--- src/sv/gccd_pkg.sv ---
package gccd_pkg;

    // table depth must be a power of two: probe addresses and the clearing sweep wrap on it
    localparam int unsigned TableEntries = 1024;
    localparam int unsigned CoordW       = 20;
    localparam int unsigned SizeW        = 16;
    localparam int unsigned CountW       = 8;
    localparam int unsigned CfgIdxW      = 8;

    localparam logic [SizeW-1:0]  CellSizeReset = 16'd100;
    localparam logic [CountW-1:0] MaxCellReset  = 8'd1;

    // configuration register indexes
    localparam logic [CfgIdxW-1:0] RegCellSize = 8'd0;
    localparam logic [CfgIdxW-1:0] RegMaxCell  = 8'd1;

    // controller to datapath commands
    typedef struct packed {
        logic load;      // capture point, start dividers
        logic div_step;  // one quotient bit
        logic div_fix;   // floor correction
        logic hash;      // compute first probe address
        logic rd;        // issue table read (cell entry)
        logic next;      // advance probe address
        logic wr;        // write back entry
        logic out_load;  // capture result
        logic clr_start; // begin clearing sweep
        logic clr_step;  // clear one entry
    } t_cmd;

    // datapath to controller status
    typedef struct packed {
        logic div_done;
        logic hit;
        logic empty;
        logic wrapped;   // probed every entry
        logic clr_done;
        logic new_cloud;
    } t_sts;

    // cell hash over the low 20 bits of both cell coordinates
    function automatic logic [31:0] cell_hash(input logic [CoordW-1:0] a,
                                              input logic [CoordW-1:0] b);
        logic [31:0] ha;
        logic [31:0] hb;
        ha = {12'd0, a} * 32'd2654435761;
        hb = {12'd0, b} * 32'd40503;
        return ha ^ hb ^ ({12'd0, b} << 7);
    endfunction

endpackage

--- src/sv/gccd_ctrl.sv ---
module gccd_ctrl (
    input  logic          i_clk,
    input  logic          i_rst_n,
    input  logic          i_in_fire,
    input  logic          i_out_free,
    input  gccd_pkg::t_sts i_sts,
    output gccd_pkg::t_cmd o_cmd,
    output logic          o_busy
);

    typedef enum logic [3:0] {
        S_INIT, S_IDLE, S_DIV, S_FIX, S_CLR, S_RD, S_PROBE, S_OUT
    } t_state;

    t_state r_state, n_state;
    gccd_pkg::t_cmd n_cmd;

    // next state and the commands for the current cycle
    always_comb begin
        n_state = r_state;
        n_cmd   = '0;
        unique case (r_state)
            S_INIT: begin
                // table sweep after reset
                if (i_sts.clr_done) begin
                    n_state = S_IDLE;
                end else begin
                    n_cmd.clr_step = 1'b1;
                end
            end
            S_IDLE: begin
                if (i_in_fire) begin
                    n_cmd.load = 1'b1;
                    n_state = S_DIV;
                end
            end
            S_DIV: begin
                if (i_sts.div_done) begin
                    n_cmd.div_fix = 1'b1;
                    n_state = S_FIX;
                end else begin
                    n_cmd.div_step = 1'b1;
                end
            end
            S_FIX: begin
                if (i_sts.new_cloud) begin
                    n_cmd.clr_start = 1'b1;
                    n_state = S_CLR;
                end else begin
                    n_cmd.hash = 1'b1;
                    n_state = S_RD;
                end
            end
            S_CLR: begin
                if (i_sts.clr_done) begin
                    n_cmd.hash = 1'b1;
                    n_state = S_RD;
                end else begin
                    n_cmd.clr_step = 1'b1;
                end
            end
            S_RD: begin
                n_cmd.rd = 1'b1;
                n_state = S_PROBE;
            end
            S_PROBE: begin
                if (i_sts.empty || i_sts.hit || i_sts.wrapped) begin
                    n_cmd.wr = 1'b1;
                    n_state = S_OUT;
                end else begin
                    n_cmd.next = 1'b1;
                    n_state = S_RD;
                end
            end
            S_OUT: begin
                if (i_out_free) begin
                    n_cmd.out_load = 1'b1;
                    n_state = S_IDLE;
                end
            end
            default: n_state = S_INIT;
        endcase
    end

    // state register
    always_ff @(posedge i_clk) begin
        if (!i_rst_n) begin
            r_state <= S_INIT;
        end else begin
            r_state <= n_state;
        end
    end

    assign o_cmd  = n_cmd;
    assign o_busy = (r_state != S_IDLE);

endmodule

--- config.mk ---
export PLATFORM = sky130hd
export DESIGN_NAME = gccd_ctrl
export DESIGN_NICKNAME = d
export VERILOG_FILES = /design/src/sv/gccd_pkg.sv /design/src/sv/gccd_ctrl.sv
export SDC_FILE = /design/constraint.sdc
export NUM_CORES = 1
export LEC_CHECK = 0
export BUFFER_PORTS_ARGS = -buffer_cell sky130_fd_sc_hd__clkbuf_2
export CORE_AREA = 2 2 39 41
export DETAILED_ROUTE_END_ITERATION = 8
export DIE_AREA = 0 0 41 43
export GPL_ROUTABILITY_DRIVEN = 0
export GPL_TIMING_DRIVEN = 0
export SYNTH_ARGS = -nofsm -noshare
export SYNTH_HDL_FRONTEND = slang
export SYNTH_SLANG_ARGS = --single-unit
--- constraint.sdc ---
create_clock -name i_clk -period 1.6 [get_ports i_clk]
set_input_delay 0.16 -clock i_clk [delete_from_list [all_inputs] [get_ports i_clk]]
set_output_delay 0.16 -clock i_clk [all_outputs]
set_load 0.02 [all_outputs]
* Yosys cells after proc, flatten, opt, wreduce, memory -nomap -nowiden
Index checks and enable logic that the tools add are counted.
** Operators by class
- Eq/ne operators :: 13
- Muxes and demuxes :: 26
- Reductions and logical operators :: 5
** Operators with widths (count)
- $pmux W4 S8 :: 1
- $mux W4 :: 5
- $eq A4 B3 Y1 const B :: 4
- $mux W1 :: 16
- $ne A2 B2 Y1 const B :: 5
- $eq A4 B2 Y1 const B :: 2
- $mux W2 :: 3
- $reduce_and A5 Y1 :: 1
- $eq A4 B1 Y1 const B :: 1
- $logic_not A4 Y1 :: 1
- $ne A4 B1 Y1 const B :: 1
- $logic_or A1 B1 Y1 :: 2
- $pmux W1 S2 :: 1
- $reduce_or A2 Y1 :: 1
** Word-level totals
- Register bits :: 4
- Output and inout port bits :: 11

* Longest topological paths before layout
- Word-level depth :: 4
- Gate-level depth with buffers :: 4
- Depth with buffers taken out :: 3

* Least setup slack after synthesis
Ideal clock, no wire load.
- Path type :: register to output
- Start point :: reg r_state[1]
- End point :: out o_cmd[7] in the netlist's numbering
- Arrival :: 1.289 ns
- Data required time :: 1.440 ns
- Slack :: 0.151 ns
- Cell stages (with the launch flop) :: 4
- Path buffers :: 1
- Cell sequence :: dfxtp_1 buf_2 inv_1 nor4b_1
** RTL lines
- start, declared :: RTL line gccd_ctrl.sv:15 : t_state r_state, n_state;
- start signal, assigned :: RTL line gccd_ctrl.sv:90 : r_state <= n_state;
- end, declared :: RTL line gccd_ctrl.sv:7 : output gccd_pkg::t_cmd o_cmd,

==> impl.org <==
** Worst setup path
- Worst EP required :: 1440 ps
- The worst register-to-register path has a setup slack of 420 ps.
- CP Cell Sequence :: clkbuf_4, nor2b_2, and3_2, clkbuf_2
- Crit Reg-Reg Startpoint :: r_state[1]$_SDFFE_PN0P_
- On the worst path, the slowest cell contributes a delay of 350 ps.
- Endpoint of the most critical setup path :: o_cmd[9]
- The slowest stage of the critical path is the dfxtp_1 cell.
- The number of cells on the worst reg-to-reg path is 4.
- Highest net fanout along the worst path :: 10
- STA classifies the critical path endpoint as an output pin.
- The most critical setup path has its startpoint at r_state[0]$_SDFFE_PN0P_.
- Element type at the critical path start :: register
- Critical path data arrival time :: 1340 ps
- The endpoint identified for the worst register-to-register timing path is r_state[1]$_SDFFE_PN0P_.
- The critical path in this run is classified as reg -> out.

** Yosys
- The share of synthesized area in the top cell type comes to 23.2%.
- The number of nets handed over by synthesis was 46.
- Register area share after synthesis :: 23.2%
- Mapped Area :: 259 um^2
- A synthesized cell averages 7.19 um^2.
- For this run, the number of Yosys warnings is 0.
- Netlist cell types :: 23
- Share of synthesized flip-flops with an asynchronous set or reset :: 0%
- After synthesis the netlist holds a flip-flop and latch count of 3.
- Number of synthesized flops with an enable pin :: 0
- Synth top area cells :: dfxtp_1, nand2_1, nor3_1
- Most used flip-flop cell after synthesis :: dfxtp_1
- Count of mapped cells out of synthesis :: 36
- Cell type with the largest total area after synthesis :: dfxtp_1

** Floorplanning
- Horizontal die dimension :: 41 um
- CORE AREA :: 1380 um^2
- Die Area :: 1760 um^2
- Boundary Pins :: 21
- Initial core utilization :: 18.7%
- Number of placement rows :: 14
- The floorplan step set the die height to 43 um.

** Final layout
- Fraction of layout instances using a drive strength above 1 :: 55.0%
- Max reg flops :: 3
- Largest Register :: r_state
- Antenna Diode Count :: 0
- Top Registers :: r_state x3
- Final #Nets :: 71
- Synthesis-to-finish area growth :: 60.9%
- Fillers :: 154
- After routing the design area is 417 um^2.

** Route
- DRT Pass-1 Iters :: 4
- In this run, the number of DRC markers left after iteration 0 of detailed routing was 10.
- Vias per std cell :: 4.61
- WL/cell :: 9.54 um
- In the routed design, unresolved DRC markers number 0.
- Wire length reported by the detailed router :: 725 um
- Summing over every cut layer, the via total after detailed routing is 350.
- In this run the remaining antenna-violating nets after routing total 0.

** Global route
- Initial antenna violation count :: 0
- The number of global-route vias before repair is 315.
- Largest net degree at the start of global routing :: 11
- Total track usage :: 10.1%
- First-pass GRT wire length :: 1.16 mm
- Global route overflow :: 0

** STA
- Final count of negative-setup-slack endpoints :: 0
- Slew at the pin with the worst max-slew slack :: 400 ps
- Total Neg Setup Slack :: 0 ps
- Dividing the final minimum period by the clock period gives 93.9%.
- Pins over their slew limit :: 0
- The hold violation total from the final report is 0.
- Achievable Freq :: 666 MHz
- Min cycle time layout :: 1500 ps
- Once routing completed, OpenROAD measured the worst setup slack at 97.4 ps.
- Setup repair after global routing missed its margin :: no
- For the final database, setup skew stands at 2.24 ps.
- Slew margin rel. :: 72.7%

** Clock tree
- At the later pin of the worst-skew pair, clock insertion delay measures 230 ps.
- Clock buffer depth :: 2
- Post-CTS setup buffer count :: 0
- TritonCTS built the clock tree.
- CTS built an H-tree with a depth of 1.
- The clock net in this run drives a total of 3 sinks.
- After clock tree synthesis, the clock-pin slew on the worst setup and hold paths is 40 ps.
- Master cell of the clock root buffer :: clkbuf_4
- In this run, post-CTS hold repair placed 0 buffers.
- Counting the buffers created by CTS gives 3.
- In this run, post-CTS repair resized a total of 0 instances.

** Outcome
- Outcome :: complete, no violations

** Power
- Summed over all cells, the static leakage comes to 0.000198 uW.
- Maximum VDD drop :: 0.197 mV
- Total power draw :: 325 uW
- Power per Cell Area :: 781 nW/um^2

** Placement
- Placed standard-cell area :: 379 um^2
- Detailed placement ended at an HPWL of 586 um.
- Port Buf Inserts :: 20
- Worst slack at placement :: 268 ps

** Flow run
- Max cap viols :: 0

** Hold path
- Worst min-delay path category :: in -> reg
## synth_stat cells (2+ instances only)
master   n
inv_1    3
nor2_1   3
dfxtp_1  3
nor3_1   3
nand2_1  5
buf_2    2
## critical path: cells and delay by family (launching register included)
kind,cells,cell delay [ps]
flops,1,350
simple gates,2,390
buf+inv,2,370
## cell type report
type	count	area [um^2]	share of cell area, %
multi-input cells	27	183	43.8
flip-flops and latches	3	60.1	14.4
plain buffers	2	12.5	3.00
inverters	4	15.0	3.60
well taps	16	20.0	4.80
repair buffers	20	100	24.0
clock buffers	4	26.3	6.31
## power breakdown
group | switching, uW | total [uW] | leakage (uW) | internal, uW
clock | 39.3 | 133 | 0.0000150 | 93.5
combinational | 60.3 | 105 | 0.000159 | 45.1
sequential | 5.41 | 87.2 | 0.0000246 | 81.8
## metrics by stage
step,hold slack (ps),instances,utilization (%)
floorplan,313,36,-
global placement,416,72,27.4
detailed placement,426,72,27.4
CTS,182,76,29.3
global route,186,76,30.1
finish,187,76,30.1
## worst min-delay path by stage
stage                  from                      end  slack (ps)  depth (start not counted)
floorplan           i_rst_n  r_state[1]$_SDFFE_PN0P_         310                          1
global placement    i_rst_n  r_state[1]$_SDFFE_PN0P_         420                          2
detailed placement  i_rst_n  r_state[1]$_SDFFE_PN0P_         430                          2
CTS                 i_rst_n  r_state[1]$_SDFFE_PN0P_         180                          2
global route        i_rst_n  r_state[1]$_SDFFE_PN0P_         190                          2
finish              i_rst_n  r_state[1]$_SDFFE_PN0P_         190                          2
## kinds of logic after synthesis
family | Yosys count | synth area share [%]
AO/OA/AOI/OAI | 7 | 22.7
buffers and inverters | 6 | 9.66
flip-flops | 3 | 23.2
AND/OR/NAND/NOR | 20 | 44.4
## metal layers
| metal | global-route usage, % | routed length (um) |
|---|---|---|
| met5 | 0 | 0 |
| met3 | 3.14 | 65 |
| met1 | 11.9 | 311 |
| met4 | 10.0 | 0 |
| met2 | 13.4 | 347 |
## layout by cell type (no fill, tap or decap)
master,instances
dfxtp_1,3
a211oi_1,1
and2_2,1
inv_2,1
o22ai_1,1
nor3b_1,1
and2_1,1
nor2_1,3
buf_2,1
nor2b_2,1
a31o_2,1
nor4b_2,2
clkbuf_2,20
and3_2,1
clkbuf_4,4
a221o_1,1
clkbuf_1,1
nand2_1,5
inv_1,3
nor3_1,3
nand3_1,1
a2111oi_0,1
nand2b_1,1
a21oi_2,1
o32ai_1,1
No activity file was read; power rests on OpenSTA's default activity.
